File: src/rtl/core/mfpq_pkg.sv
package mfpq_pkg;

  localparam int unsigned CAPACITY = 16;
  localparam int unsigned ID_W     = 8;
  localparam int unsigned PRIO_W   = 8;
  localparam int unsigned FILL_W   = 5;
  localparam int unsigned ADDR_W   = (CAPACITY > 1) ? $clog2(CAPACITY) : 1;
  localparam int unsigned CNT_W    = $clog2(CAPACITY + 1);

  localparam logic FUNC_ENQ = 1'b0;
  localparam logic FUNC_DEQ = 1'b1;

  typedef struct packed {
    logic [ID_W-1:0]   id;
    logic [PRIO_W-1:0] prio;
  } entry_t;

  typedef enum logic [1:0] {
    ST_IDLE,
    ST_PASS,
    ST_DONE
  } state_e;

  typedef struct packed {
    logic accept;
    logic step;
    logic load;
  } cmd_t;

  typedef struct packed {
    logic need_pass;
    logic pass_last;
    logic out_free;
  } sts_t;

endpackage

File: src/rtl/core/mfpq_ctrl.sv
module mfpq_ctrl (
  input  logic             clk_i,
  input  logic             rst_ni,
  input  logic             in_valid_i,
  output logic             in_ready_o,
  input  mfpq_pkg::sts_t   sts_i,
  output mfpq_pkg::cmd_t   cmd_o
);
  import mfpq_pkg::*;

  state_e state_q, state_d;

  always_ff @(posedge clk_i or negedge rst_ni) begin
    if (!rst_ni) begin
      state_q <= ST_IDLE;
    end else begin
      state_q <= state_d;
    end
  end

  always_comb begin
    state_d = state_q;
    case (state_q)
      ST_IDLE: begin
        if (in_valid_i) begin
          state_d = sts_i.need_pass ? ST_PASS : ST_DONE;
        end
      end
      ST_PASS: begin
        if (sts_i.pass_last) begin
          state_d = ST_DONE;
        end
      end
      ST_DONE: begin
        if (sts_i.out_free) begin
          state_d = ST_IDLE;
        end
      end
      default: state_d = ST_IDLE;
    endcase
  end

  always_comb begin
    in_ready_o    = 1'b0;
    cmd_o         = '0;
    case (state_q)
      ST_IDLE: begin
        in_ready_o    = 1'b1;
        cmd_o.accept  = in_valid_i;
      end
      ST_PASS: begin
        cmd_o.step = 1'b1;
      end
      ST_DONE: begin
        cmd_o.load = sts_i.out_free;
      end
      default: begin
        in_ready_o = 1'b0;
      end
    endcase
  end

  a_pass_leaves: assert property (@(posedge clk_i) disable iff (!rst_ni)
    (state_q == ST_PASS && sts_i.pass_last) |=> (state_q == ST_DONE))
    else $error("pass did not finish into done");

endmodule

File: src/rtl/core/mfpq_dpath.sv
module mfpq_dpath (
  input  logic                          clk_i,
  input  logic                          rst_ni,
  input  mfpq_pkg::cmd_t                cmd_i,
  output mfpq_pkg::sts_t                sts_o,
  input  logic                          func_i,
  input  logic [mfpq_pkg::ID_W-1:0]     entry_id_i,
  input  logic [mfpq_pkg::PRIO_W-1:0]   entry_priority_i,
  input  logic                          ordered_insert_i,
  output logic                          res_valid_o,
  input  logic                          res_ready_i,
  output logic                          out_valid_o,
  output logic [mfpq_pkg::ID_W-1:0]     out_id_o,
  output logic [mfpq_pkg::PRIO_W-1:0]   out_priority_o,
  output logic                          overflow_o,
  output logic                          is_empty_o,
  output logic [mfpq_pkg::FILL_W-1:0]   fill_level_o
);
  import mfpq_pkg::*;

  entry_t slots [CAPACITY];

  logic [CNT_W-1:0]  count_q, count_d;
  logic [CNT_W-1:0]  idx_q;
  logic [CNT_W-1:0]  idx_nxt;
  logic              op_q;
  logic              found_q;
  logic              hit_q;
  logic              ovf_q;
  entry_t            new_q;
  entry_t            carry_q;
  entry_t            head_q;
  entry_t            rd_data_q;

  logic              full;
  logic              do_append;
  logic              rd_en;
  logic [ADDR_W-1:0] rd_addr;
  logic              wr_en;
  logic [ADDR_W-1:0] wr_addr;
  entry_t            wr_data;

  logic              res_valid_q;
  logic              out_valid_q;
  logic              ovf_res_q;
  logic              empty_res_q;
  entry_t            out_q;
  logic [FILL_W-1:0] fill_q;

  assign full    = (count_q == CNT_W'(CAPACITY));
  assign idx_nxt = idx_q + CNT_W'(1);

  // unordered enqueue into a non-full store writes the tail at once
  assign do_append = cmd_i.accept && (func_i == FUNC_ENQ) && !full && !ordered_insert_i;

  always_comb begin
    sts_o.need_pass = (func_i == FUNC_ENQ) ? (!full && ordered_insert_i) : (count_q != '0);
    if (op_q == FUNC_ENQ) begin
      sts_o.pass_last = (idx_q == count_q);
    end else begin
      sts_o.pass_last = (idx_q == count_q - CNT_W'(1));
    end
    sts_o.out_free = !res_valid_q || res_ready_i;
  end

  // read ahead by one element; data of slot idx_q sits in rd_data_q
  always_comb begin
    rd_en   = 1'b0;
    rd_addr = '0;
    if (cmd_i.accept) begin
      rd_en = sts_o.need_pass;
    end else if (cmd_i.step) begin
      rd_en   = (idx_nxt < count_q);
      rd_addr = idx_nxt[ADDR_W-1:0];
    end
  end

  always_comb begin
    wr_en   = 1'b0;
    wr_addr = idx_q[ADDR_W-1:0];
    wr_data = new_q;
    if (do_append) begin
      wr_en   = 1'b1;
      wr_addr = count_q[ADDR_W-1:0];
      wr_data = '{id: entry_id_i, prio: entry_priority_i};
    end else if (cmd_i.step) begin
      if (op_q == FUNC_ENQ) begin
        if (idx_q == count_q) begin
          wr_en   = 1'b1;
          wr_data = found_q ? carry_q : new_q;
        end else if (found_q) begin
          wr_en   = 1'b1;
          wr_data = carry_q;
        end else if (rd_data_q.prio > new_q.prio) begin
          wr_en   = 1'b1;
          wr_data = new_q;
        end
      end else if (idx_q != '0) begin
        wr_en   = 1'b1;
        wr_addr = idx_q[ADDR_W-1:0] - ADDR_W'(1);
        wr_data = rd_data_q;
      end
    end
  end

  always_ff @(posedge clk_i) begin
    if (wr_en) begin
      slots[wr_addr] <= wr_data;
    end
    if (rd_en) begin
      rd_data_q <= slots[rd_addr];
    end
  end

  always_comb begin
    count_d = count_q;
    if (do_append) begin
      count_d = count_q + CNT_W'(1);
    end else if (cmd_i.step && sts_o.pass_last) begin
      count_d = (op_q == FUNC_ENQ) ? count_q + CNT_W'(1) : count_q - CNT_W'(1);
    end
  end

  always_ff @(posedge clk_i or negedge rst_ni) begin
    if (!rst_ni) begin
      count_q <= '0;
    end else begin
      count_q <= count_d;
    end
  end

  // per-transaction working registers
  always_ff @(posedge clk_i) begin
    if (cmd_i.accept) begin
      op_q    <= func_i;
      new_q   <= '{id: entry_id_i, prio: entry_priority_i};
      ovf_q   <= (func_i == FUNC_ENQ) && full;
      hit_q   <= 1'b0;
      found_q <= 1'b0;
      idx_q   <= '0;
    end else if (cmd_i.step) begin
      idx_q <= idx_nxt;
      if (op_q == FUNC_ENQ) begin
        if (idx_q != count_q && (found_q || rd_data_q.prio > new_q.prio)) begin
          found_q <= 1'b1;
          carry_q <= rd_data_q;
        end
      end else if (idx_q == '0) begin
        head_q <= rd_data_q;
        hit_q  <= 1'b1;
      end
    end
  end

  // output register
  always_ff @(posedge clk_i or negedge rst_ni) begin
    if (!rst_ni) begin
      res_valid_q <= 1'b0;
    end else if (cmd_i.load) begin
      res_valid_q <= 1'b1;
    end else if (res_ready_i) begin
      res_valid_q <= 1'b0;
    end
  end

  always_ff @(posedge clk_i) begin
    if (cmd_i.load) begin
      out_valid_q <= hit_q;
      out_q       <= hit_q ? head_q : '0;
      ovf_res_q   <= ovf_q;
      empty_res_q <= (count_q == '0);
      fill_q      <= FILL_W'(count_q);
    end
  end

  assign res_valid_o    = res_valid_q;
  assign out_valid_o    = out_valid_q;
  assign out_id_o       = out_q.id;
  assign out_priority_o = out_q.prio;
  assign overflow_o     = ovf_res_q;
  assign is_empty_o     = empty_res_q;
  assign fill_level_o   = fill_q;

  a_count_range: assert property (@(posedge clk_i) disable iff (!rst_ni)
    count_q <= CNT_W'(CAPACITY))
    else $error("entry count above capacity");

  a_load_free: assert property (@(posedge clk_i) disable iff (!rst_ni)
    cmd_i.load |-> (!res_valid_q || res_ready_i))
    else $error("result register overwritten");

  a_step_range: assert property (@(posedge clk_i) disable iff (!rst_ni)
    cmd_i.step |-> (idx_q <= count_q))
    else $error("pass index beyond fill");

  a_res_excl: assert property (@(posedge clk_i) disable iff (!rst_ni)
    res_valid_q |-> !(out_valid_q && ovf_res_q))
    else $error("dequeue result flagged overflow");

endmodule

File: src/rtl/core/mixed_fifo_priority_queue.sv
// mixed_fifo_priority_queue: list of (id, priority) entries, head served first
//
// input channel (in_valid_i / in_ready_o) carries one operation per transaction:
//   func_i = 0 enqueues entry_id_i / entry_priority_i, appended at the tail, or
//   with ordered_insert_i = 1 placed before the first entry of larger value
//   func_i = 1 removes the head entry
// result channel (res_valid_o / res_ready_i) returns one result per transaction
// with the dequeued entry, overflow flag, empty flag and fill level
//
// full-store enqueue, empty dequeue and unordered enqueue go from acceptance
// straight to the result load; ordered enqueue and dequeue first make one forward
// pass over the entry memory, one step per held entry (plus one for the tail on
// enqueue), at most one slot read and one slot written per cycle; the result
// turns valid in the same cycle that the next transaction can be taken
// one transaction is processed at a time; the next is taken once the previous
// result sits in the output register, while that result still waits
// a stalled receiver holds the result; the block then finishes the operation
// in progress and waits before loading the next result
// reset empties the queue at once; entry memory contents are not cleared
module mixed_fifo_priority_queue (
  input  logic                          clk_i,
  input  logic                          rst_ni,
  input  logic                          in_valid_i,
  output logic                          in_ready_o,
  input  logic                          func_i,
  input  logic [mfpq_pkg::ID_W-1:0]     entry_id_i,
  input  logic [mfpq_pkg::PRIO_W-1:0]   entry_priority_i,
  input  logic                          ordered_insert_i,
  output logic                          res_valid_o,
  input  logic                          res_ready_i,
  output logic                          out_valid_o,
  output logic [mfpq_pkg::ID_W-1:0]     out_id_o,
  output logic [mfpq_pkg::PRIO_W-1:0]   out_priority_o,
  output logic                          overflow_o,
  output logic                          is_empty_o,
  output logic [mfpq_pkg::FILL_W-1:0]   fill_level_o
);
  import mfpq_pkg::*;

  cmd_t cmd;
  sts_t sts;

  mfpq_ctrl u_ctrl (
    .clk_i      (clk_i),
    .rst_ni     (rst_ni),
    .in_valid_i (in_valid_i),
    .in_ready_o (in_ready_o),
    .sts_i      (sts),
    .cmd_o      (cmd)
  );

  mfpq_dpath u_dpath (
    .clk_i            (clk_i),
    .rst_ni           (rst_ni),
    .cmd_i            (cmd),
    .sts_o            (sts),
    .func_i           (func_i),
    .entry_id_i       (entry_id_i),
    .entry_priority_i (entry_priority_i),
    .ordered_insert_i (ordered_insert_i),
    .res_valid_o      (res_valid_o),
    .res_ready_i      (res_ready_i),
    .out_valid_o      (out_valid_o),
    .out_id_o         (out_id_o),
    .out_priority_o   (out_priority_o),
    .overflow_o       (overflow_o),
    .is_empty_o       (is_empty_o),
    .fill_level_o     (fill_level_o)
  );

endmodule
File: config.mk
export PLATFORM = sky130hd
export DESIGN_NAME = mixed_fifo_priority_queue
export DESIGN_NICKNAME = d
export VERILOG_FILES = /design/src/rtl/core/mfpq_pkg.sv /design/src/rtl/core/mfpq_ctrl.sv /design/src/rtl/core/mfpq_dpath.sv /design/src/rtl/core/mixed_fifo_priority_queue.sv
export SDC_FILE = /design/constraint.sdc
export NUM_CORES = 1
export LEC_CHECK = 0
export BUFFER_PORTS_ARGS = -buffer_cell sky130_fd_sc_hd__clkbuf_2
export CAP_MARGIN = 20
export CORE_ASPECT_RATIO = 0.75
export CORE_MARGIN = 2
export CORE_UTILIZATION = 55
export DETAILED_ROUTE_END_ITERATION = 10
export PLACE_DENSITY = 0.72
export SYNTH_ARGS = -nofsm -noshare
export SYNTH_HDL_FRONTEND = slang
export SYNTH_SLANG_ARGS = --single-unit
File: constraint.sdc
create_clock -name clk_i -period 5.8 [get_ports clk_i]
set_input_delay 1.74 -clock clk_i [delete_from_list [all_inputs] [get_ports clk_i]]
set_output_delay 1.74 -clock clk_i [all_outputs]
set_load 0.02 [all_outputs]
==> results.sh, run 1 <==
export IMPL_status="finished clean"
export IMPL_crit_path_start="in_valid_i"
export IMPL_drt_iter0_drc=1001
export IMPL_diodes=0
export IMPL_slowest_stage="nand3_1"
export IMPL_fin_ws_ns=1.83
export IMPL_drt_vias_per_instance=6.28
export IMPL_grt_overflow_total=0
export IMPL_first_pass_iters=5
export IMPL_critPathTopFamily="simple AND/OR/NAND/NOR gates"
export IMPL_grt_pass1_vias=8175
export IMPL_start_util=0.564
export IMPL_grt_pass1_wl_um=51000
export IMPL_max_freq_ghz=0.252
export IMPL_track_usage=0.243
export IMPL_holdCritPathClass="flip-flop to flip-flop"
export IMPL_synthArstFlopShare=0.0222
export IMPL_r2r_start="u_dpath.idx_q[0]$_SDFFE_PP0P_"
export IMPL_portBuffers=47
export IMPL_syn_nets=959
export IMPL_boundaryPins=48
export IMPL_die_x_um=193
export IMPL_syn_avg_cell_area_um2=16.1
export IMPL_hold_viol=0
export IMPL_pwr_share_comb=0.390
export IMPL_crit_path_max_fanout=29
export IMPL_finalCritPeriodShare=0.685
export IMPL_finalSetupTns_ns=0
export IMPL_fin_skew_ns=0.0181
export IMPL_gp_congestion=0.863
export IMPL_hold_buffers=0
export IMPL_vias=8575
export IMPL_crit_path_end_kind="flip-flop"
export IMPL_max_stage_delay_ns=0.55
export IMPL_period_needed_ns=3.97
export IMPL_drtAntennaViolNets=0
export IMPL_reg2regPathDepth=9
export IMPL_die_y_um=146
export IMPL_worstSetupStartpointType="input port"
export IMPL_crit_top_cell="buf_4"
export IMPL_antenna_found_initial=0
export IMPL_synth_cell_types=64
export IMPL_clkPwrFrac=0.204
export IMPL_setup_viol=0
export IMPL_r2r_end="u_dpath.rd_data_q[12]$_DFFE_PP_"
export IMPL_cts_tree="built"
export IMPL_ys_ff_latch=361
export IMPL_grt_max_degree=62
export IMPL_vdd_drop_max_mv=0.603
export IMPL_synth_edf_count=346
export IMPL_rsz0062_at_grt="false"
export IMPL_postCtsResizedCells=0
export IMPL_yosys_warnings=0
export IMPL_wire_per_inst_um=25.0
export IMPL_path_cells="clkbuf_2 -> nand2_1 -> inv_1 -> buf_4 -> nand3_1 -> o32ai_1 -> o21ai_0 -> nor2_1 -> buf_4"
export IMPL_min_to="u_dpath.overflow_o$_DFFE_PP_"
export IMPL_switching_share=0.368
export IMPL_yosysSeqAreaShare=0.725
export IMPL_syn_inst=919
export IMPL_clk_transition_reported_paths_ns=0.06
export IMPL_insertion_delay_ns=0.52
export IMPL_placed_area_um2=15600
export IMPL_synth_most_common_cell="edfxtp_1"
export IMPL_final_cells=1365
export IMPL_min_delay_start="u_dpath.ovf_q$_DFFE_PP_"
export IMPL_layout_nets=1035
export IMPL_worstPathArrival_ns=4.17
export IMPL_powerDensity_nw_per_um2=641
export IMPL_clockRootBuffer="clkbuf_16"
export IMPL_clock_sinks=361
export IMPL_pwr_share_seq=0.406
export IMPL_clockBufferDepth=3
export IMPL_ys_top_cells_by_area="edfxtp_1 70%, mux4_2 4.7%, mux2i_1 3.1%"
export IMPL_synth_top_cell_by_area="edfxtp_1"
export IMPL_wirelength_um=34100
export IMPL_fp_row_count=51
export IMPL_placed_cells=1302
export IMPL_rrSetupSlack_ns=1.96
export IMPL_place_ws_ns=1.41
export IMPL_ys_top_cells_by_count="346 x edfxtp_1, 54 x nor2_1, 53 x o21ai_0"
export IMPL_whs_path_depth=0
export IMPL_worstMarginPinSlew_ns=1.06
export IMPL_area_growth_pct=12.6
export IMPL_p_int_w=0.00675
export IMPL_power_leakage_nw=5.70
export IMPL_synth_top_area_share=0.702
export IMPL_die_area_um2=28300
export IMPL_max_cap_violations=0
export IMPL_fin_area_um2=16700
export IMPL_path_class="input port to flip-flop"
export IMPL_crit_required_ns=5.99
export IMPL_ys_flop_type="edfxtp_1"
export IMPL_slew_viol_final=0
export IMPL_remaining_drc_errors=0
export IMPL_core_um2=26200
export IMPL_h_tree_depth=2
export IMPL_relSlewSlack=0.293
export IMPL_cts_made_buffers=35
export IMPL_power_switching_w=0.00394
export IMPL_post_cts_buffers=0
export IMPL_drive_gt1_frac=0.191
export IMPL_critPathBufInv=4
export IMPL_hpwl_um=21900
export IMPL_syn_area_um2=14800
==> worst register-to-register path, stage by stage (launching register included) <==
cell and delay, ns:
dfxtp_2 0.60, ha_1 0.32, xnor2_2 0.13, buf_4 0.32, inv_1 0.46, ha_1 0.46
o21a_1 0.11, o21a_1 0.16, o21ai_0 0.19, a22o_1 0.71
==> how the worst max path moves through the flow <==
stage          cells after the start                        endpoint
6_report                           9   u_dpath.slots[0][3]$_DFFE_PP_
4_1_cts                            9  u_dpath.slots[0][12]$_DFFE_PP_
2_1_floorplan                      6  u_dpath.slots[11][0]$_DFFE_PP_
3_5_place_dp                       9  u_dpath.slots[12][4]$_DFFE_PP_
5_1_grt                            9  u_dpath.slots[0][12]$_DFFE_PP_
3_3_place_gp                       9   u_dpath.slots[5][9]$_DFFE_PP_
==> layout make-up <==
type / instances / area (um^2)
timing repair buffer: 92 / 593
tap: 344 / 430
clock inverter: 19 / 174
fill: 1828 / 9560
multi-input combinational: 484 / 3750
sequential: 361 / 10700
clock buffer: 44 / 910
inverter: 21 / 78.8
==> sequential cells by signal, indices dropped and copies added (netlist names) <==
name                    flops
u_ctrl.state_q              2
u_dpath.carry_q            16
u_dpath.count_q             5
u_dpath.fill_level_o        5
u_dpath.found_q             1
u_dpath.head_q             16
u_dpath.hit_q               1
u_dpath.idx_q               5
u_dpath.is_empty_o          1
u_dpath.new_q              16
u_dpath.op_q                1
u_dpath.out_id_o            8
u_dpath.out_priority_o      8
u_dpath.out_valid_o         1
u_dpath.overflow_o          1
u_dpath.ovf_q               1
u_dpath.rd_data_q          16
u_dpath.res_valid_o         1
u_dpath.slots             256
==> metal layers <==
metal  share of wire  vias up  GRT usage  routed length, um
li1                -     3758          -                  -
met1            0.43     4306      0.375              14800
met2            0.44      461      0.352              15100
met3            0.10       50     0.0513               3500
met4           0.022        0     0.0679                734
met5               0        -          0                  0
==> cell usage in the layout, fill, tap and decap left out, types with 4 or more instances in the layout <==
| cell type | count |
|---|---|
| edfxtp_1 | 346 |
| nor2_1 | 53 |
| o21ai_0 | 53 |
| nand2_1 | 48 |
| clkbuf_2 | 47 |
| mux2i_1 | 46 |
| buf_4 | 44 |
| clkbuf_16 | 35 |
| o22ai_1 | 33 |
| mux4_2 | 31 |
| inv_1 | 20 |
| or3_1 | 19 |
| ha_1 | 18 |
| and2_1 | 17 |
| o221ai_1 | 17 |
| mux2_2 | 16 |
| o31ai_1 | 15 |
| nand3_1 | 12 |
| a21oi_1 | 12 |
| xnor2_1 | 11 |
| clkinv_1 | 9 |
| clkbuf_1 | 9 |
| o21ai_1 | 8 |
| dfrtp_1 | 8 |
| nor3_1 | 7 |
| dfxtp_1 | 6 |
| nor2b_1 | 5 |
| a211oi_1 | 5 |
| nand2b_1 | 5 |
| clkinv_2 | 4 |
==> stage by stage <==
step | hold slack (ns) | total power (W) | util
global placement | 0.419 | 0.00840 | 0.593
CTS | 0.449 | 0.0107 | 0.636
detailed placement | 0.435 | 0.00849 | 0.594
global route | 0.466 | 0.0111 | 0.636
finish | 0.443 | 0.0107 | 0.636
floorplan | 0.400 | 0.00691 | -
==> power by group through the flow <==
stage / combinational, W / clock [W] / sequential (W)
6_report: 0.00417 / 0.00218 / 0.00434
3_5_place_dp: 0.00411 / 0 / 0.00438
3_3_place_gp: 0.00403 / 0 / 0.00436
4_1_cts: 0.00414 / 0.00219 / 0.00433
5_1_grt: 0.00445 / 0.00230 / 0.00439
2_1_floorplan: 0.00268 / 0 / 0.00423
==> kinds of logic after synthesis <==
logic type                 count (synthesis)  share of synthesized area
DFF                                      361                      0.725
and+or+nand+nor                          188                     0.0635
AOI/OAI and AO/OA                        171                     0.0751
muxes                                     93                     0.0904
buffers and inverters                     74                     0.0226
adders and majority gates                 18                     0.0152
xor gates and xnor gates                  14                    0.00828
(Power assumes the default switching activity.)
==> inputs of run 2 (changes only) <==
==> constraint.sdc (replaced) <==
create_clock -name clk_i -period 4 [get_ports clk_i]
set_input_delay 1.2 -clock clk_i [delete_from_list [all_inputs] [get_ports clk_i]]
set_output_delay 1.2 -clock clk_i [all_outputs]
set_load 0.02 [all_outputs]
==> run 2 against run 1 <==
Against the previous run:
- count of clock-buffer cells in the layout is 5 higher
- die area did not move
- sequential power grew 44%
- sequential cell count unchanged
- largest power group unchanged
- critical path depth fell by 1
- wire length is 1.5% lower
==> results.sh, run 2 (synthesized netlist as in run 1, its figures left out) <==
export IMPL_status="finished clean"
export IMPL_core_um2=26200
export IMPL_max_stage_delay_ns=0.66
export IMPL_slew_viol_final=0
export IMPL_seq_area_um2=10700
export IMPL_worstSetupStartpointType="flip-flop"
export IMPL_path_cells="inv_1 -> ha_1 -> nand4bb_1 -> nand3_1 -> nand3_1 -> o21ai_0 -> nor2_1 -> buf_4"
export IMPL_finalCritPeriodShare=0.791
export IMPL_multiInputGateArea_um2=3750
export IMPL_insertion_delay_ns=0.52
export IMPL_power_w=0.0154
export IMPL_crit_required_ns=4.24
export IMPL_pwr_share_comb=0.397
export IMPL_power_switching_w=0.00563
export IMPL_powerDensity_nw_per_um2=922
export IMPL_hold_viol=0
export IMPL_postCtsResizedCells=0
export IMPL_r2r_start="u_dpath.count_q[1]$_DFFE_PN0P_"
export IMPL_cts_tree="built"
export IMPL_hold_buffers=0
export IMPL_period_needed_ns=3.16
export IMPL_layout_nets=1044
export IMPL_reg2regPathDepth=8
export IMPL_track_usage=0.243
export IMPL_first_pass_iters=5
export IMPL_clkPwrFrac=0.197
export IMPL_grt_met3_usage=0.0504
export IMPL_layout_cells_most_common_list="346 x edfxtp_1, 55 x buf_4, 53 x nor2_1, 53 x o21ai_0, 48 x nand2_1"
export IMPL_grt_max_degree=53
export IMPL_crit_top_cell="nand3_1"
export IMPL_final_cells=1374
export IMPL_path_class="flip-flop to flip-flop"
export IMPL_wirelength_um=33600
export IMPL_min_to="u_dpath.overflow_o$_DFFE_PP_"
export IMPL_post_cts_buffers=0
export IMPL_rsz0062_at_grt="false"
export IMPL_use_met2=0.350
export IMPL_drtAntennaViolNets=0
export IMPL_clockRootBuffer="clkbuf_16"
export IMPL_p_int_w=0.00974
export IMPL_vdd_drop_max_mv=1.10
export IMPL_gp_congestion=0.887
export IMPL_grt_overflow_total=0
export IMPL_cts_made_buffers=34
export IMPL_area_growth_pct=12.6
export IMPL_switching_share=0.366
export IMPL_worstMarginPinSlew_ns=0.870
export IMPL_drive_gt1_frac=0.198
export IMPL_max_freq_ghz=0.316
export IMPL_h_tree_depth=2
export IMPL_die_y_um=146
export IMPL_antenna_found_initial=3
export IMPL_grt_use_met1=0.377
export IMPL_finalSetupTns_ns=0
export IMPL_clockBufferDepth=3
export IMPL_max_cap_violations=0
export IMPL_fillerInstances=1839
export IMPL_vias=8490
export IMPL_die_area_um2=28300
export IMPL_holdCritPathClass="flip-flop to flip-flop"
export IMPL_worstPathArrival_ns=3.40
export IMPL_crit_path_start="u_dpath.count_q[1]$_DFFE_PN0P_"
export IMPL_drt_iter0_drc=995
export IMPL_top_register="u_dpath.slots"
export IMPL_whs_path_depth=0
export IMPL_boundaryPins=48
export IMPL_grt_pass1_vias=8324
export IMPL_setup_viol=0
export IMPL_grt_pass1_wl_um=51500
export IMPL_placed_cells=1312
export IMPL_layout_commonest_cell="edfxtp_1"
export IMPL_remaining_drc_errors=0
export IMPL_rrSetupSlack_ns=0.84
export IMPL_slowest_stage="o21ai_0"
export IMPL_fin_skew_ns=0.0237
export IMPL_clk_transition_reported_paths_ns=0.06
export IMPL_clock_sinks=361
export IMPL_fp_row_count=51
export IMPL_crit_path_max_fanout=16
export IMPL_relSlewSlack=0.419
export IMPL_hpwl_um=21900
export IMPL_pwr_share_seq=0.406
export IMPL_r2r_end="u_dpath.slots[9][10]$_DFFE_PP_"
export IMPL_power_leakage_nw=5.71
export IMPL_critPathBufInv=2
export IMPL_min_delay_start="u_dpath.ovf_q$_DFFE_PP_"
export IMPL_critPathTopFamily="simple AND/OR/NAND/NOR gates"
export IMPL_portBuffers=47
export IMPL_wire_per_inst_um=24.5
export IMPL_start_util=0.564
export IMPL_drt_vias_per_instance=6.18
export IMPL_crit_path_end_kind="flip-flop"
export IMPL_die_x_um=193
export IMPL_grt_busiest_layer="met1"
export IMPL_largest_reg_flops=256
run 2: cell type report:
type,instances,share of cell area
tap,344,0.0258
clock inverter,12,0.00525
timing repair buffer,102,0.0389
multi-input combinational,484,0.225
antenna,1,0.000150
sequential,361,0.644
inverter,21,0.00473
clock buffer,49,0.0563
run 2: through the flow:
| step | hold WS, ns | instance area, um^2 | util | worst slack [ns] |
|---|---|---|---|---|
| final | 0.429 | 16700 | 0.636 | 0.835 |
| after detailed placement | 0.423 | 15600 | 0.596 | 0.693 |
| after global placement | 0.414 | 15600 | 0.596 | 0.778 |
| after floorplan | 0.400 | 14800 | - | 0.725 |
| after CTS | 0.437 | 16700 | 0.635 | 0.901 |
| after global routing | 0.454 | 16700 | 0.635 | 0.630 |
run 2: power by group through the flow:
stage / clock network, W / registers, W / logic (W)
finish: 0.00303 / 0.00624 / 0.00611
floorplan: 0 / 0.00613 / 0.00388
CTS: 0.00307 / 0.00623 / 0.00609
global route: 0.00321 / 0.00631 / 0.00656
global placement: 0 / 0.00627 / 0.00597
detailed placement: 0 / 0.00630 / 0.00607
run 2: layer usage:
layer,vias up,routed length [um]
met5,-,12
met3,54,3210
met1,4247,15000
li1,3796,-
met2,391,14700
met4,2,722
run 2: how the worst max path moves through the flow:
stage                                     endpoint  depth (start not counted)
floorplan           u_dpath.slots[11][0]$_DFFE_PP_                          6
global placement     u_dpath.slots[9][0]$_DFFE_PP_                          7
detailed placement   u_dpath.slots[9][7]$_DFFE_PP_                          7
CTS                 u_dpath.slots[9][10]$_DFFE_PP_                          8
global route         u_dpath.slots[1][2]$_DFFE_PP_                          8
finish              u_dpath.slots[9][10]$_DFFE_PP_                          8
==> inputs of run 3 (changes only) <==
==> constraint.sdc (replaced) <==
create_clock -name clk_i -period 2.93 [get_ports clk_i]
set_input_delay 0.879 -clock clk_i [delete_from_list [all_inputs] [get_ports clk_i]]
set_output_delay 0.879 -clock clk_i [all_outputs]
set_load 0.02 [all_outputs]
==> run 3 against run 2 <==
Against the previous run:
- critical path depth up 2
- first-iteration DRC count up 5.9%
- utilization up 2.4 points
- largest cell class unchanged
- setup slack worse by 0.71 ns
- register-to-register slack worse by 0.71 ns
- highest routed layer is now met4
==> results.sh, run 3 (synthesized netlist as in run 1, its figures left out) <==
export IMPL_status="finished clean"
export IMPL_place_ws_ns=0.0219
export IMPL_drt_iter0_drc=1054
export IMPL_hold_viol=0
export IMPL_worstMarginPinSlew_ns=0.744
export IMPL_crit_required_ns=3.16
export IMPL_period_needed_ns=2.81
export IMPL_die_x_um=193
export IMPL_dr_max_layer_used="met4"
export IMPL_start_util=0.564
export IMPL_worstPathArrival_ns=3.04
export IMPL_drt_vias_per_instance=6.15
export IMPL_worstSetupStartpointType="flip-flop"
export IMPL_diodes=0
export IMPL_top_register="u_dpath.slots"
export IMPL_wirelength_um=34300
export IMPL_power_w=0.0219
export IMPL_wire_per_inst_um=24.4
export IMPL_wl_met3_um=3120
export IMPL_grt_pass1_wl_um=52700
export IMPL_finalCritPeriodShare=0.958
export IMPL_largest_reg_flops=256
export IMPL_crit_path_max_fanout=16
export IMPL_max_cap_violations=0
export IMPL_rrSetupSlack_ns=0.12
export IMPL_post_cts_buffers=0
export IMPL_finalSetupTns_ns=0
export IMPL_rsz0062_at_grt="false"
export IMPL_core_um2=26200
export IMPL_insertion_delay_ns=0.53
export IMPL_drtAntennaViolNets=0
export IMPL_die_area_um2=28300
export IMPL_clockRootBuffer="clkbuf_16"
export IMPL_vias=8678
export IMPL_first_pass_iters=6
export IMPL_holdCritPathClass="input port to async pin"
export IMPL_layout_nets=1081
export IMPL_path_class="flip-flop to flip-flop"
export IMPL_fin_skew_ns=0.0239
export IMPL_grt_overflow_total=0
export IMPL_powerDensity_nw_per_um2=1270
export IMPL_vdd_drop_max_mv=0.754
export IMPL_area_growth_pct=16.9
export IMPL_setup_viol=0
export IMPL_boundaryPins=48
export IMPL_portBuffers=47
export IMPL_slew_viol_final=0
export IMPL_drive_gt1_frac=0.248
export IMPL_fin_ws_ns=0.122
export IMPL_clk_transition_reported_paths_ns=0.06
export IMPL_fin_util=0.660
export IMPL_antenna_found_initial=0
export IMPL_crit_path_end_kind="flip-flop"
export IMPL_clockBufferDepth=3
export IMPL_hold_buffers=0
export IMPL_track_usage=0.247
export IMPL_cts_made_buffers=35
export IMPL_remaining_drc_errors=0
export IMPL_h_tree_depth=2
export IMPL_relSlewSlack=0.504
export IMPL_wl_met2_um=16000
export IMPL_layout_commonest_cell="edfxtp_1"
export IMPL_fp_row_count=51
export IMPL_grt_pass1_vias=8470
export IMPL_cts_tree="built"
export IMPL_max_freq_ghz=0.356
export IMPL_met1_length_um=14700
export IMPL_clock_sinks=361
export IMPL_power_leakage_nw=6.03
export IMPL_gp_congestion=0.885
export IMPL_layout_cells_most_common_list="346 x edfxtp_1, 80 x buf_4, 53 x o21ai_0"
export IMPL_die_y_um=146
export IMPL_hpwl_um=22200
export IMPL_grt_max_degree=53
[run 3: cell types whose count changed in the layout (fill, tap and decap cells not counted), sizes merged]
cell | previous run | this run
buf | 55 | 91
clkbuf | 96 | 88
bufinv | 1 | 6
clkinvlp | 1 | 5
clkinv | 10 | 11
diode | 1 | 0
inv | 21 | 20
[run 3: what timing repair did]
action,in CTS,in global routing
setup endpoints to repair,3,15
cloned,0,0
resized for setup,1,1
[run 3: worst paths after layout]
kind | start | endpoint | cells after the start
hold reg to reg | u_dpath.ovf_q$_DFFE_PP_ | u_dpath.overflow_o$_DFFE_PP_ | 0
hold / removal | rst_ni | u_dpath.count_q[1]$_DFFE_PN0P_ | 1
setup / recovery | u_dpath.idx_q[0]$_SDFFE_PP0P_ | u_dpath.rd_data_q[4]$_DFFE_PP_ | 10
min in group clk_i | u_dpath.ovf_q$_DFFE_PP_ | u_dpath.overflow_o$_DFFE_PP_ | 0
max in group asynchronous | rst_ni | u_dpath.count_q[4]$_DFFE_PN0P_ | 1
setup reg to reg | u_dpath.idx_q[0]$_SDFFE_PP0P_ | u_dpath.rd_data_q[4]$_DFFE_PP_ | 10
[run 3: final cells by class]
cell class | count | area (um^2)
sequential | 361 | 10700
fill | 1748 | 8920
multi-input combinational | 484 | 3840
timing repair buffer | 138 | 1050
clock buffer | 41 | 898
tap | 344 | 430
clock inverter | 21 | 287
inverter | 21 | 78.8
[run 3: per-stage QoR]
stage / area, um^2 / hold slack, ns / std cells
6_report: 17300 / 0.215 / 1410
5_1_grt: 17300 / 0.202 / 1410
4_1_cts: 17300 / 0.197 / 1406
3_5_place_dp: 16100 / 0.417 / 1344
3_3_place_gp: 16100 / 0.410 / 1344
2_1_floorplan: 14900 / 0.400 / 919
[run 3: report_power, final]
| group | switching (W) | internal (W) |
|---|---|---|
| sequential | 0.000473 | 0.00797 |
| combinational | 0.00531 | 0.00350 |
| clock | 0.00189 | 0.00275 |
[run 3: critical path, stage by stage, from the launching register on]
cell     delay, ns
dfxtp_2       0.32
buf_4         0.17
ha_1          0.26
xnor2_2       0.30
inv_1         0.19
ha_1          0.31
o21a_1        0.11
o21a_1        0.17
o21ai_0       0.22
a22o_1        0.28
buf_12        0.18
[run 3: layer usage]
metal | GRT usage | vias to the layer above
met5 | 0 | -
met4 | 0.0569 | 0
met3 | 0.0413 | 52
met2 | 0.383 | 447
met1 | 0.374 | 4321
li1 | - | 3858
